`src/fnv_pkg.sv`:
```
package fnv_pkg;

  localparam int CAPACITY = 1024;
  localparam int MAX_KEY_LEN = 16;
  localparam int SLOT_W = $clog2(CAPACITY);
  localparam int KPOS_W = $clog2(MAX_KEY_LEN);
  localparam int KLEN_W = $clog2(MAX_KEY_LEN + 1);
  localparam int CNT_W = $clog2(CAPACITY + 1);
  localparam int PROBE_W = $clog2(CAPACITY + 1);
  localparam int LG_MAX = (SLOT_W < 10) ? SLOT_W : 10;
  localparam int QDEPTH = 2;

  localparam logic [31:0] HASH_SEED = 32'd2166136261;
  localparam logic [31:0] HASH_MULT = 32'd16777619;

  localparam logic [2:0] ST_ADDED = 3'd0;
  localparam logic [2:0] ST_DUP = 3'd1;
  localparam logic [2:0] ST_TAKEN = 3'd2;
  localparam logic [2:0] ST_FOUND = 3'd3;
  localparam logic [2:0] ST_NOT_FOUND = 3'd4;
  localparam logic [2:0] ST_TOO_LONG = 3'd5;

  localparam logic REQ_ADD = 1'b0;

  typedef logic [MAX_KEY_LEN-1:0][7:0] key_t;

  typedef struct packed {
    logic req;
    logic overflow;
    logic [KLEN_W-1:0] len;
    key_t key;
    logic [31:0] hash;
    logic [31:0] value;
  } job_t;

  typedef enum logic [2:0] {
    S_IDLE, S_READ, S_CMP, S_DONE, S_CLEAR
  } bstate_t;

endpackage

```
`src/fnv_front.sv`:
```
module fnv_front import fnv_pkg::*; (
  input  logic       clk,
  input  logic       rst,
  input  logic       in_valid,
  output logic       in_ready,
  input  logic       req_type,
  input  logic [7:0] key_byte,
  input  logic [31:0] value_in,
  output logic       job_valid,
  input  logic       job_ready,
  output job_t       job
);

  logic [31:0] hash;
  logic [31:0] hash_next;
  logic [KLEN_W-1:0] len;
  logic overflow;
  key_t key;
  logic [1:0] phase;
  logic [31:0] xored;

  job_t q [QDEPTH];
  logic [$clog2(QDEPTH+1)-1:0] count;
  logic wr_ptr, rd_ptr;
  logic push, pop;

  // Byte path: xor into the xored register, then multiply into the hash register.
  assign in_ready = (phase == 2'd0) && (count < QDEPTH[$bits(count)-1:0]);
  assign hash_next = xored * HASH_MULT;
  assign push = in_valid && in_ready && (key_byte == 8'd0);
  assign pop = job_valid && job_ready;
  assign job_valid = (count != '0);
  assign job = q[rd_ptr];

  always_ff @(posedge clk) begin
    if (rst) begin
      hash <= HASH_SEED;
      len <= '0;
      overflow <= 1'b0;
      phase <= 2'd0;
      count <= '0;
      wr_ptr <= 1'b0;
      rd_ptr <= 1'b0;
    end else begin
      if (phase == 2'd1) begin
        hash <= hash_next;
        phase <= 2'd0;
      end else if (in_valid && in_ready) begin
        if (key_byte != 8'd0) begin
          xored <= hash ^ {24'd0, key_byte};
          phase <= 2'd1;
          if (len < KLEN_W'(MAX_KEY_LEN)) begin
            key[len[KPOS_W-1:0]] <= key_byte;
            len <= len + 1'b1;
          end else begin
            overflow <= 1'b1;
          end
        end else begin
          q[wr_ptr] <= '{req: req_type, overflow: overflow, len: len, key: key,
                         hash: hash, value: value_in};
          wr_ptr <= ~wr_ptr;
          hash <= HASH_SEED;
          len <= '0;
          overflow <= 1'b0;
        end
      end
      if (pop) rd_ptr <= ~rd_ptr;
      count <= count + {1'b0, push} - {1'b0, pop};
    end
  end

endmodule

```
`config.mk`:
```
export PLATFORM = sky130hd
export DESIGN_NAME = fnv_front
export DESIGN_NICKNAME = d
export VERILOG_FILES = /design/src/fnv_pkg.sv /design/src/fnv_front.sv
export SDC_FILE = /design/constraint.sdc
export NUM_CORES = 1
export LEC_CHECK = 0
export ABC_AREA = 1
export BUFFER_PORTS_ARGS = -buffer_cell sky130_fd_sc_hd__buf_2
export CORE_MARGIN = 4
export CORE_UTILIZATION = 35
export DETAILED_ROUTE_END_ITERATION = 12
export GPL_ROUTABILITY_DRIVEN = 0
export PLACE_DENSITY = 0.57
export SLEW_MARGIN = 20
export SYNTH_ARGS = -nofsm -noshare
export SYNTH_HDL_FRONTEND = slang
export SYNTH_SLANG_ARGS = --single-unit
```
`constraint.sdc`:
```
create_clock -name clk -period 16.3 [get_ports clk]
set_clock_uncertainty 0.2 [all_clocks]
set_input_delay 2.445 -clock clk [delete_from_list [all_inputs] [get_ports clk]]
set_output_delay 2.445 -clock clk [all_outputs]
set_load 0.005 [all_outputs]
```
### Yosys cells after proc, flatten, opt, wreduce, memory -nomap -nowiden

Memory sizes are Yosys's and may differ from the RTL's. A register that Yosys moved wholly into a read port is not among the register bits.
Cells that the tools add are included.
W data, S select, Z words.

| word-level totals | value |
|---|---|
| flip-flop bits (word level) | 203 |
| logic and storage cells | 77 |
| memory bits (writable) | 398 |
| memories | 1 |
| output and inout port bits | 201 |
| bits of input ports | 45 |

Memories:

| memory | words | bits a word | rd ports | clocked after Yosys merged registers in | write ports | RTL line | source |
|---|---|---|---|---|---|---|---|
| q | 2 | 199 | 1 | 1 | 1 | fnv_front.sv:22 | `job_t q [QDEPTH];` |

| operators by class | value |
|---|---|
| order comparisons | 4 |
| mux-type cells | 17 |
| eq/ne operators | 3 |
| bitwise logic cells | 6 |
| $add $sub $neg | 3 |
| multiply operators | 1 |
| reductions and logical operators | 18 |

Operator list:

| cell | count |
|---|---|
| $bwmux W128 | 1 |
| $mux W32 | 3 |
| $demux W8 S4 | 1 |
| $mul A32 B25 Y32 const B | 1 |
| $xor A32 B8 Y32 | 1 |
| $mux W5 | 2 |
| $mux W1 | 9 |
| $reduce_and A3 Y1 | 3 |
| $logic_not A8 Y1 | 1 |
| $mux W8 | 1 |
| $reduce_bool A8 Y1 | 1 |
| $add A5 B1 Y5 const B | 1 |
| $logic_and A1 B1 Y1 | 5 |
| $lt A4 B5 Y1 const B | 1 |
| $lt A5 B5 Y1 const B | 1 |
| $not A1 Y1 | 5 |
| $reduce_and A5 Y1 | 1 |
| $ge A4 B1 Y1 const B | 1 |
| $ne A2 B2 Y1 const B | 2 |
| $reduce_and A2 Y1 | 2 |
| $reduce_and A4 Y1 | 1 |
| $reduce_bool A2 Y1 | 2 |
| $add A2 B1 Y2 | 1 |
| $logic_not A2 Y1 | 1 |
| 4 further kinds | 4 |

### Depth between registers and ports, before layout

Gate-level depths: netlist of run 1.

| depth | value |
|---|---|
| depth after elaboration | 7 |
| mapped depth | 26 |

### Least setup slack after synthesis of run 1

OpenSTA, ideal clock, no wires.

| path | value |
|---|---|
| kind | input port to flip-flop |
| from | input key_byte[5] |
| to | register wr_ptr |
| arrival time | 11.958 ns |
| slack | 4.017 ns |
| path buffers | 0 |
| library setup time | 0.125 ns |
| stages | 6 |
| path through | nor2_1 > nand4_1 > nor2_4 > nand2_1 > nor2_1 > o21bai_1 |

| between the ends | value |
|---|---|
| longest elaborated chain between the ends | 3 |

Ends and longest elaborated chain:

| what | RTL line | source |
|---|---|---|
| start, declared | fnv_front.sv:7 | `input logic [7:0] key_byte,` |
| $reduce_bool A8 Y1 | fnv_front.sv:49 | `if (key_byte != 8'd0) begin` |
| $not A1 Y1 (no source line) | - |  |
| $reduce_and A3 Y1 (no source line) | - |  |
| end signal, assigned | fnv_front.sv:61 | `wr_ptr <= ~wr_ptr;` |
| end, declared | fnv_front.sv:24 | `logic wr_ptr, rd_ptr;` |

Every way passes these cells.
A chain may end at the register's enable or synchronous reset.

==> parameters.txt, run 1 <==
Parameter                              Value

Routing
  Number of design-rule violations left by the first detailed-router iteration    980
  Router iterations before antenna repair    5
  Number of DRC violations after detailed routing    0
  ANT nets after route    0
  Vias post-DR    15200
  Total length of routed wires    about 64 mm
  Vias per inst    4.73
  Average wire length per cell after detail routing    just under 20 um

Power and ir drop
  Cell leakage power    12.4 nW
  Peak ir drop on the vdd network    128 uV
  Power density over the cells    156 nW/um^2
  Total power of the final layout    4.92 mW

Place
  Number of instances in the placed design    3101
  Post-placement worst setup slack    9.15 ns
  Post-DP Area    approximately 30000 sq um
  DP Wirelength    45.7 mm
  Number of buffers inserted by port buffering    245

Floorplan
  FP Rows    about 100
  Ports    246
  Core region area    76500 sq um
  Die Height    287 um
  Width of the die    287 um
  Starting Density    0.356
  Area enclosed by the die boundary    82300 sq um

Clock network
  Inserted Clock Buffers    59
  Number of H-tree levels    2
  Sinks on the clock net    602
  Clock root buffer master    sky130_fd_sc_hd__clkbuf_16
  Clk_lat worst skew    0.62 ns
  Post-CTS setup repair buffer count    0
  Clock tree from TritonCTS    yes
  Number of gates given a new drive strength after cts    0
  Clock slew seen by the registers of the worst setup and hold paths    0.06 ns
  Maximum clock insertion buffer count    3
  Number of buffers inserted for hold repair after clock tree synthesis    0

Logic synthesis
  Multiplexer area fraction after synthesis    0.0823
  Fraction of the mapped netlist area in compound gates    0.0211
  Share of synthesized area occupied by flip-flops and latches    0.648
  Most used standard cells in the synthesized netlist    sky130_fd_sc_hd__edfxtp_1, sky130_fd_sc_hd__inv_1, sky130_fd_sc_hd__nand2_1, sky130_fd_sc_hd__mux2_2, sky130_fd_sc_hd__ha_1
  Cell count after synthesis    1848
  Cell area after synthesis    roughly 27000 sq um
  Post-Syn Nets    2159
  Synthesized-area fraction occupied by xor and xnor cells    0.00547
  Top cell type's share of synthesized area    0.616
  Warning count from the yosys run    0
  Main combinational cell family by area after synthesis    adder cells
  Cell accounting for the most synthesized area    sky130_fd_sc_hd__edfxtp_1
  Synth Area in Adders    0.143
  Synth top area cells    sky130_fd_sc_hd__edfxtp_1, sky130_fd_sc_hd__ha_1, sky130_fd_sc_hd__mux2_2
  Post-synthesis register bit count    602
  Most frequent cell after synthesis    sky130_fd_sc_hd__edfxtp_1
  Prevailing post-synth register cell    sky130_fd_sc_hd__edfxtp_1
  Synthesized-area fraction occupied by and/or/nand/nor cells    0.0592
  EDFF count, synth    558
  Post-synthesis average cell area    approximately 15 sq um
  Cell variety after synth    38
  Async set-reset flop share out of synthesis    0

Worst hold path
  Kind of path behind the tightest hold check    reg2reg

Finish
  Layout cell share with drive strength beyond 1    0.262
  Layout Nets    around 2400
  Footprint of the flip-flops and latches    17600 sq um
  Fillers    7045
  Post-route cell area    31600 sq um
  P&R area growth vs syn    16.1%
  Final Core Density    0.413
  Combined area of the multi-input logic cells    8480 sq um
  Post-Layout Cell Count    3214

Worst setup path
  Type of element launching the critical path    flip-flop
  CP peak stage delay    0.92 ns
  Slowest-stage cell, CP    sky130_fd_sc_hd__dfxtp_4
  Signal arrival time at the worst endpoint    3.86 ns
  Cell seen most often among critical-path stages    sky130_fd_sc_hd__buf_4
  Critical path, cell by cell    buf_4, buf_4, mux2_2, buf_2
  Setup Crit Path Kind    reg2out
  Endpoint kind of the worst setup timing path    primary output
  Crit-path max FO    81
  Required time at the endpoint of the critical path    13.65 ns

Timing
  Final setup vio count    0
  Setup Total Neg Slack    0 ns
  Worst hold slack    0.225 ns
  Setup slack after layout    9.79 ns
  Setup repair after global routing missed its margin    no
  Final count of pins violating max slew    0
  Relative max-transition margin    0.295
  Transition time at the pin with the least slew margin    between 1 and 1.5 ns
  Post-layout min period    6.51 ns
  Peak Freq    between 150 and 200 MHz
  Final hold violation count    0
  Share of the clock period used by the worst path after layout    0.399

GRT
  Antenna violations before repair    1
  Remaining global-route overflow    0
  Via count of the first global-routing pass    15800
  Wire length of the first global-routing pass    96.1 mm
  Maximum number of pins on one net before global-route repair    82
  All-Layer GR Usage    0.153

Run status
  Run status    finished, final reports clean

Run
  # Max-Cap Violations    0
==> power by group <==
group          switching (mW)  total [mW]  leakage, nW  internal [mW]
Combinational            1.18        1.84         6.07          0.665
Clock                   0.575        1.32        0.930          0.750
Sequential             0.0439        1.75         5.39           1.71
Total                    1.79        4.92         12.4           3.13
==> layer usage <==
| layer | vias up | wire [um] | GRT usage |
|---|---|---|---|
| met5 | - | 0 | 0 |
| met4 | 0 | 1300 | 0.0372 |
| met3 | 75 | 3980 | 0.0297 |
| met1 | 7655 | 27600 | 0.204 |
| li1 | 7076 | - | - |
| met2 | 402 | 30700 | 0.261 |
==> kinds of logic after synthesis <==
| kind of cell | after synthesis |
|---|---|
| buffers and inverters | 286 |
| AOI/OAI and AO/OA | 104 |
| and+or+nand+nor | 374 |
| DFF | 602 |
| xor gates and xnor gates | 17 |
| muxes | 199 |
| adders and majority gates | 266 |
==> registers in the layout (all words and copies together) (netlist names), named ones only <==
signal and flops:
hash 32, wr_ptr 1, overflow 1, key 128, count 2, xored 32, len 5, rd_ptr 1
phase 1, q 398
==> final timing paths <==
check,startpoint,endpoint,slack [ns],depth (start not counted)
worst max-delay path,flip-flop,job[125],9.79,4
worst min-delay path,key[9]$_DFFE_PP_,q[1][73]$_DFFE_PP_,0.22,0
worst max register to register,xored[6]$_DFFE_PP_,hash[19]$_SDFFE_PP1P_,10.88,19
worst min register to register,key[9]$_DFFE_PP_,q[1][73]$_DFFE_PP_,0.22,0
==> worst max-delay path: cells and delay by family (launching register included) <==
| family | cells | cell delay (ns) |
|---|---|---|
| multiplexers | 1 | 0.44 |
| flip-flops | 1 | 0.92 |
| buffers and inverters | 3 | 1.75 |
==> cell type report <==
class	count	area share
inverter	254	0.0302
antenna	1	0.0000792
tap	1030	0.0408
clock inverter	29	0.00784
timing repair buffer	255	0.0413
clock buffer	83	0.0528
multi-input combinational	960	0.268
sequential	602	0.559
==> cells in the final DEF (no fill, tap or decap), types with 12 or more instances in the layout <==
cell	synthesis	layout
sky130_fd_sc_hd__a21oi_1	55	55
sky130_fd_sc_hd__nand3_1	53	53
sky130_fd_sc_hd__clkbuf_1	4	15
sky130_fd_sc_hd__clkbuf_16	0	60
sky130_fd_sc_hd__edfxtp_1	558	558
sky130_fd_sc_hd__inv_1	251	251
sky130_fd_sc_hd__nand4_1	15	15
sky130_fd_sc_hd__mux2_2	199	199
sky130_fd_sc_hd__nor3_1	12	12
sky130_fd_sc_hd__clkinv_2	0	12
sky130_fd_sc_hd__fa_1	74	74
sky130_fd_sc_hd__dfxtp_1	44	43
sky130_fd_sc_hd__xor2_1	14	14
sky130_fd_sc_hd__o21ai_0	26	26
sky130_fd_sc_hd__buf_2	26	245
sky130_fd_sc_hd__nor2_1	65	63
sky130_fd_sc_hd__nand2_1	209	209
sky130_fd_sc_hd__ha_1	192	192
Note: power is estimated with default switching activity, not from simulation.
==> inputs of run 2 (changes only) <==
Clock period 16.3 ns to 6.7 ns, I/O delays scaled along.
==> parameters.txt, run 2 (same netlist as run 1, synthesis figures left out) <==
Parameter                              Value

Floorplan
  Area enclosed by the die boundary    82300 sq um
  Core region area    76500 sq um
  FP Rows    101
  Starting Density    0.356
  Width of the die    287 um
  Die Height    287 um
  Ports    246

Worst setup path
  Signal arrival time at the worst endpoint    5.57 ns
  Slowest-stage cell, CP    sky130_fd_sc_hd__edfxtp_1
  WP buf/inv    4
  Setup Crit Path Kind    reg2reg
  Crit-path max FO    7
  Critical path, cell by cell    ha_1, ha_1, fa_1, ha_1, fa_1, ha_1, inv_1, fa_1, inv_1, ha_1, a21oi_1, o21ai_0, inv_1, nand2_1, inv_1, nand3_1, nand2_1, nand2_1, o21ai_0, nand3_1
  Required time at the endpoint of the critical path    6.95 ns
  CP peak stage delay    0.61 ns
  Cell seen most often among critical-path stages    sky130_fd_sc_hd__ha_1
  Type of element launching the critical path    flip-flop
  Top Family by Delay on Critical Path    adder cells
  Endpoint kind of the worst setup timing path    flip-flop

GRT
  Remaining global-route overflow    0
  Maximum number of pins on one net before global-route repair    100
  All-Layer GR Usage    0.154
  Antenna violations before repair    2
  Via count of the first global-routing pass    around 16000
  Wire length of the first global-routing pass    between 90 and 100 mm

Clock network
  Clock tree from TritonCTS    yes
  Number of gates given a new drive strength after cts    0
  Clock root buffer master    sky130_fd_sc_hd__clkbuf_16
  Clk_lat worst skew    0.60 ns
  Number of H-tree levels    3
  Clock slew seen by the registers of the worst setup and hold paths    0.06 ns
  Sinks on the clock net    ~600
  Number of buffers inserted for hold repair after clock tree synthesis    0
  Inserted Clock Buffers    67
  Post-CTS setup repair buffer count    0
  Maximum clock insertion buffer count    3

Routing
  ANT nets after route    0
  Vias per inst    4.71
  Number of design-rule violations left by the first detailed-router iteration    1074
  Total length of routed wires    63.7 mm
  Number of DRC violations after detailed routing    0
  Vias post-DR    between 15000 and 20000
  Router iterations before antenna repair    5
  Average wire length per cell after detail routing    19.7 um

Timing
  Peak Freq    188 MHz
  Relative max-transition margin    0.327
  Setup repair after global routing missed its margin    no
  Worst hold slack    0.226 ns
  Transition time at the pin with the least slew margin    1.01 ns
  Share of the clock period used by the worst path after layout    0.795
  Final setup vio count    0
  Final count of pins violating max slew    0
  Setup Total Neg Slack    0 ns
  Post-layout min period    5.32 ns
  Final hold violation count    0

Place
  Number of buffers inserted by port buffering    roughly 250
  DP Wirelength    approximately 44 mm

Power and ir drop
  Cell leakage power    12.5 nW
  Peak ir drop on the vdd network    around 250 uV
  Power density over the cells    around 380 nW/um^2

Finish
  Max reg flops    about 400
  Most common cell after layout, fill and taps aside    sky130_fd_sc_hd__edfxtp_1
  Layout Nets    2455
  Final Core Density    0.417
  Layout cell share with drive strength beyond 1    0.265
  P&R area growth vs syn    17.2%
  Highest-count cells in the layout ignoring fill and taps    sky130_fd_sc_hd__edfxtp_1, sky130_fd_sc_hd__inv_1, sky130_fd_sc_hd__buf_2
  Register ranked first by flip-flop count    q
  Fillers    approximately 7000

Run
  # Max-Cap Violations    0

Run status
  Run status    finished, final reports clean

Worst hold path
  Kind of path behind the tightest hold check    reg2reg
[run 2: report_power, final]
| group | total (mW) | switching (mW) | internal [mW] |
|---|---|---|---|
| clock network | 3.48 | 1.48 | 2.00 |
| logic | 4.51 | 2.89 | 1.62 |
| registers | 4.26 | 0.0954 | 4.16 |
| total | 12.3 | 4.47 | 7.78 |
[run 2: worst reg2reg max path: stages, from the launching register on]
cell,delay (ns)
sky130_fd_sc_hd__edfxtp_1,0.61
sky130_fd_sc_hd__ha_1,0.39
sky130_fd_sc_hd__ha_1,0.31
sky130_fd_sc_hd__fa_1,0.44
sky130_fd_sc_hd__ha_1,0.23
sky130_fd_sc_hd__fa_1,0.48
sky130_fd_sc_hd__ha_1,0.29
sky130_fd_sc_hd__inv_1,0.05
sky130_fd_sc_hd__fa_1,0.53
sky130_fd_sc_hd__inv_1,0.04
sky130_fd_sc_hd__ha_1,0.34
sky130_fd_sc_hd__a21oi_1,0.23
sky130_fd_sc_hd__o21ai_0,0.15
sky130_fd_sc_hd__inv_1,0.09
sky130_fd_sc_hd__nand2_1,0.10
sky130_fd_sc_hd__inv_1,0.07
sky130_fd_sc_hd__nand3_1,0.14
sky130_fd_sc_hd__nand2_1,0.09
sky130_fd_sc_hd__nand2_1,0.04
sky130_fd_sc_hd__o21ai_0,0.23
sky130_fd_sc_hd__nand3_1,0.11
[run 2: stage by stage]
step	area, sq um	total power, mW	instances	setup WS (ns)
final	31900	12.3	3226	1.38
after global routing	31900	13.2	3225	1.06
after global placement	29800	8.82	3104	1.43
after CTS	31900	12.4	3224	1.37
after detailed placement	29800	8.81	3104	1.39
after floorplan	27200	7.58	1848	-0.723
[run 2: worst paths after layout]
kind | startpoint | end | slack (ns) | depth (start not counted)
worst max-delay path | xored[7]$_DFFE_PP_ | hash[20]$_SDFFE_PP1P_ | 1.38 | 20
worst max register to register | xored[7]$_DFFE_PP_ | hash[20]$_SDFFE_PP1P_ | 1.38 | 20
worst min register to register | key[94]$_DFFE_PP_ | q[0][158]$_DFFE_PP_ | 0.23 | 0
worst min-delay path | key[94]$_DFFE_PP_ | q[0][158]$_DFFE_PP_ | 0.23 | 0
[run 2: routing by layer]
metal,global-route usage,vias up,share of wire
met5,0,-,0.00020
met4,0.0406,2,0.024
met3,0.0327,98,0.062
met2,0.256,438,0.48
met1,0.205,7547,0.44
li1,-,7121,-
[run 2: layout make-up]
type                            instances  area (sq um)  area share
Antenna cell                            1          2.50   0.0000785
Clock buffer                           77          1740      0.0544
Clock inverter                         43           374      0.0117
Inverter                              254           953      0.0299
Multi-Input combinational cell        960          8480       0.266
Sequential cell                       602         17600       0.553
Tap cell                             1030          1290      0.0404
Timing Repair Buffer                  259          1420      0.0445
==> inputs of run 3 (changes only) <==
Settings changed: PLACE_DENSITY 0.57 to 0.59.
Clock period 6.7 ns to 4.5 ns, I/O delays scaled along.
==> parameters.txt, run 3 (same netlist as run 1, synthesis figures left out) <==
Parameter                              Value

Floorplan
  Die Height    around 290 um
  Ports    246
  Core region area    76500 sq um
  Area enclosed by the die boundary    82300 sq um
  Width of the die    approximately 290 um
  FP Rows    roughly 100
  Starting Density    0.356

Timing
  Setup slack after layout    -0.308 ns
  Final count of pins violating max slew    0
  Transition time at the pin with the least slew margin    0.994 ns
  Share of the clock period used by the worst path after layout    1.07
  Peak Freq    208 MHz
  Post-layout min period    4.81 ns
  Final setup vio count    20
  Final hold violation count    0
  Setup repair after global routing missed its margin    yes
  Relative max-transition margin    0.335

Worst hold path
  Kind of path behind the tightest hold check    in2reg

Finish
  Most common cell after layout, fill and taps aside    sky130_fd_sc_hd__edfxtp_1
  Max reg flops    between 300 and 400
  Post-route cell area    34900 sq um
  Final Core Density    0.457
  Highest-count cells in the layout ignoring fill and taps    sky130_fd_sc_hd__edfxtp_1, sky130_fd_sc_hd__buf_2, sky130_fd_sc_hd__inv_1
  Layout Nets    2590
  Layout cell share with drive strength beyond 1    0.425
  P&R area growth vs syn    28.3%
  Register ranked first by flip-flop count    q

Worst setup path
  Endpoint kind of the worst setup timing path    flip-flop
  Signal arrival time at the worst endpoint    approximately 5 ns
  Required time at the endpoint of the critical path    4.77 ns
  Type of element launching the critical path    flip-flop
  Crit-path max FO    4
  Setup Crit Path Kind    reg2reg

Routing
  Number of DRC violations after detailed routing    0
  Total length of routed wires    65.9 mm
  Vias per inst    4.74
  Average wire length per cell after detail routing    19.6 um
  ANT nets after route    0
  Router iterations before antenna repair    5
  Vias post-DR    roughly 16000
  Number of design-rule violations left by the first detailed-router iteration    898

Clock network
  Maximum clock insertion buffer count    3
  Clock slew seen by the registers of the worst setup and hold paths    0.07 ns
  Clock tree from TritonCTS    yes
  Sinks on the clock net    602
  Inserted Clock Buffers    67
  Number of buffers inserted for hold repair after clock tree synthesis    0
  Clock root buffer master    sky130_fd_sc_hd__clkbuf_16
  Number of H-tree levels    3
  Clk_lat worst skew    0.61 ns

GRT
  Via count of the first global-routing pass    ~17000
  Wire length of the first global-routing pass    99.3 mm
  Antenna violations before repair    3
  All-Layer GR Usage    0.157
  Maximum number of pins on one net before global-route repair    just under 90
  Remaining global-route overflow    0

Power and ir drop
  Cell leakage power    about 13 nW
  Power density over the cells    685 nW/um^2
  Peak ir drop on the vdd network    695 uV

Place
  DP Wirelength    44.3 mm
  Post-DP Area    between 30000 and 40000 sq um
  Number of buffers inserted by port buffering    245
  Post-placement worst setup slack    -0.543 ns

Run status
  Run status    finished, violations left
  Violations in the final reports    negative setup slack

Run
  # Max-Cap Violations    0
==> run 3: cell count changes in the layout (fill, tap and decap cells not counted), sizes merged <==
| cell | change |
|---|---|
| buf | +135 |
| bufinv | +2 |
| clkbuf | +8 |
| clkinv | -9 |
| clkinvlp | -3 |
| inv | +1 |
==> run 3: what timing repair did <==
| item | CTS | global route |
|---|---|---|
| gates resized for setup | 247 | 107 |
| setup endpoints to repair | 22 | 22 |
| buffers inserted | 34 | 19 |
| pin swaps | 169 | 95 |
==> run 3: per-layer routing <==
metal  routed length (um)  global-route usage
met1                28700               0.206
met2                31700               0.265
met3                 3680              0.0296
met4                 1820              0.0520
met5                   13                   0
==> run 3: final timing paths <==
kind / start / endpoint / slack [ns] / cells after the start
setup reg to reg: xored[19]$_DFFE_PP_ / hash[30]$_SDFFE_PP0P_ / -0.31 / 18
setup / recovery: xored[19]$_DFFE_PP_ / hash[30]$_SDFFE_PP0P_ / -0.31 / 18
hold / removal: value_in[8] / q[0][8]$_DFFE_PP_ / 0.05 / 1
hold reg to reg: key[35]$_DFFE_PP_ / q[0][99]$_DFFE_PP_ / 0.23 / 0
==> run 3: cell type report <==
type                    count  area, sq um
well taps                1030         1290
repair buffers            394         2620
inverters                 254          961
multi-input cells         960        10200
clock inverters            34          425
fillers                  6630        41500
diodes                      1         2.50
clock buffers              85         1800
flip-flops and latches    602        17600
==> run 3: power breakdown <==
part	total (mW)	switching, mW	internal, mW
sequential	6.32	0.117	6.20
combinational	12.2	6.71	5.47
clock	5.44	2.26	3.18
==> run 3: critical path: stages (launching register included) <==
cell and delay (ns):
sky130_fd_sc_hd__edfxtp_1 0.45, sky130_fd_sc_hd__ha_1 0.31, sky130_fd_sc_hd__ha_1 0.30, sky130_fd_sc_hd__fa_1 0.49, sky130_fd_sc_hd__ha_2 0.27, sky130_fd_sc_hd__ha_1 0.30, sky130_fd_sc_hd__fa_1 0.57, sky130_fd_sc_hd__inv_1 0.05
sky130_fd_sc_hd__fa_1 0.49, sky130_fd_sc_hd__inv_2 0.05, sky130_fd_sc_hd__ha_4 0.30, sky130_fd_sc_hd__buf_4 0.13, sky130_fd_sc_hd__nand4_1 0.13, sky130_fd_sc_hd__nor2_2 0.19, sky130_fd_sc_hd__nand3_1 0.16, sky130_fd_sc_hd__nand2_1 0.10
sky130_fd_sc_hd__nand2_1 0.06, sky130_fd_sc_hd__nand3_2 0.06, sky130_fd_sc_hd__a21oi_2 0.05
==> run 3: through the flow <==
step | hold WS, ns | instances | total power, mW | TNS (ns)
4_1_cts | 0.00996 | 3346 | 22.4 | -2.06
2_1_floorplan | 0.221 | 1848 | 11.9 | -129.87
6_report | 0.0499 | 3360 | 23.9 | -3.24
3_5_place_dp | 0.229 | 3198 | 14.6 | -7.44
5_1_grt | 0.0261 | 3359 | 25.4 | -6.64
3_3_place_gp | 0.222 | 3198 | 14.5 | -7.26
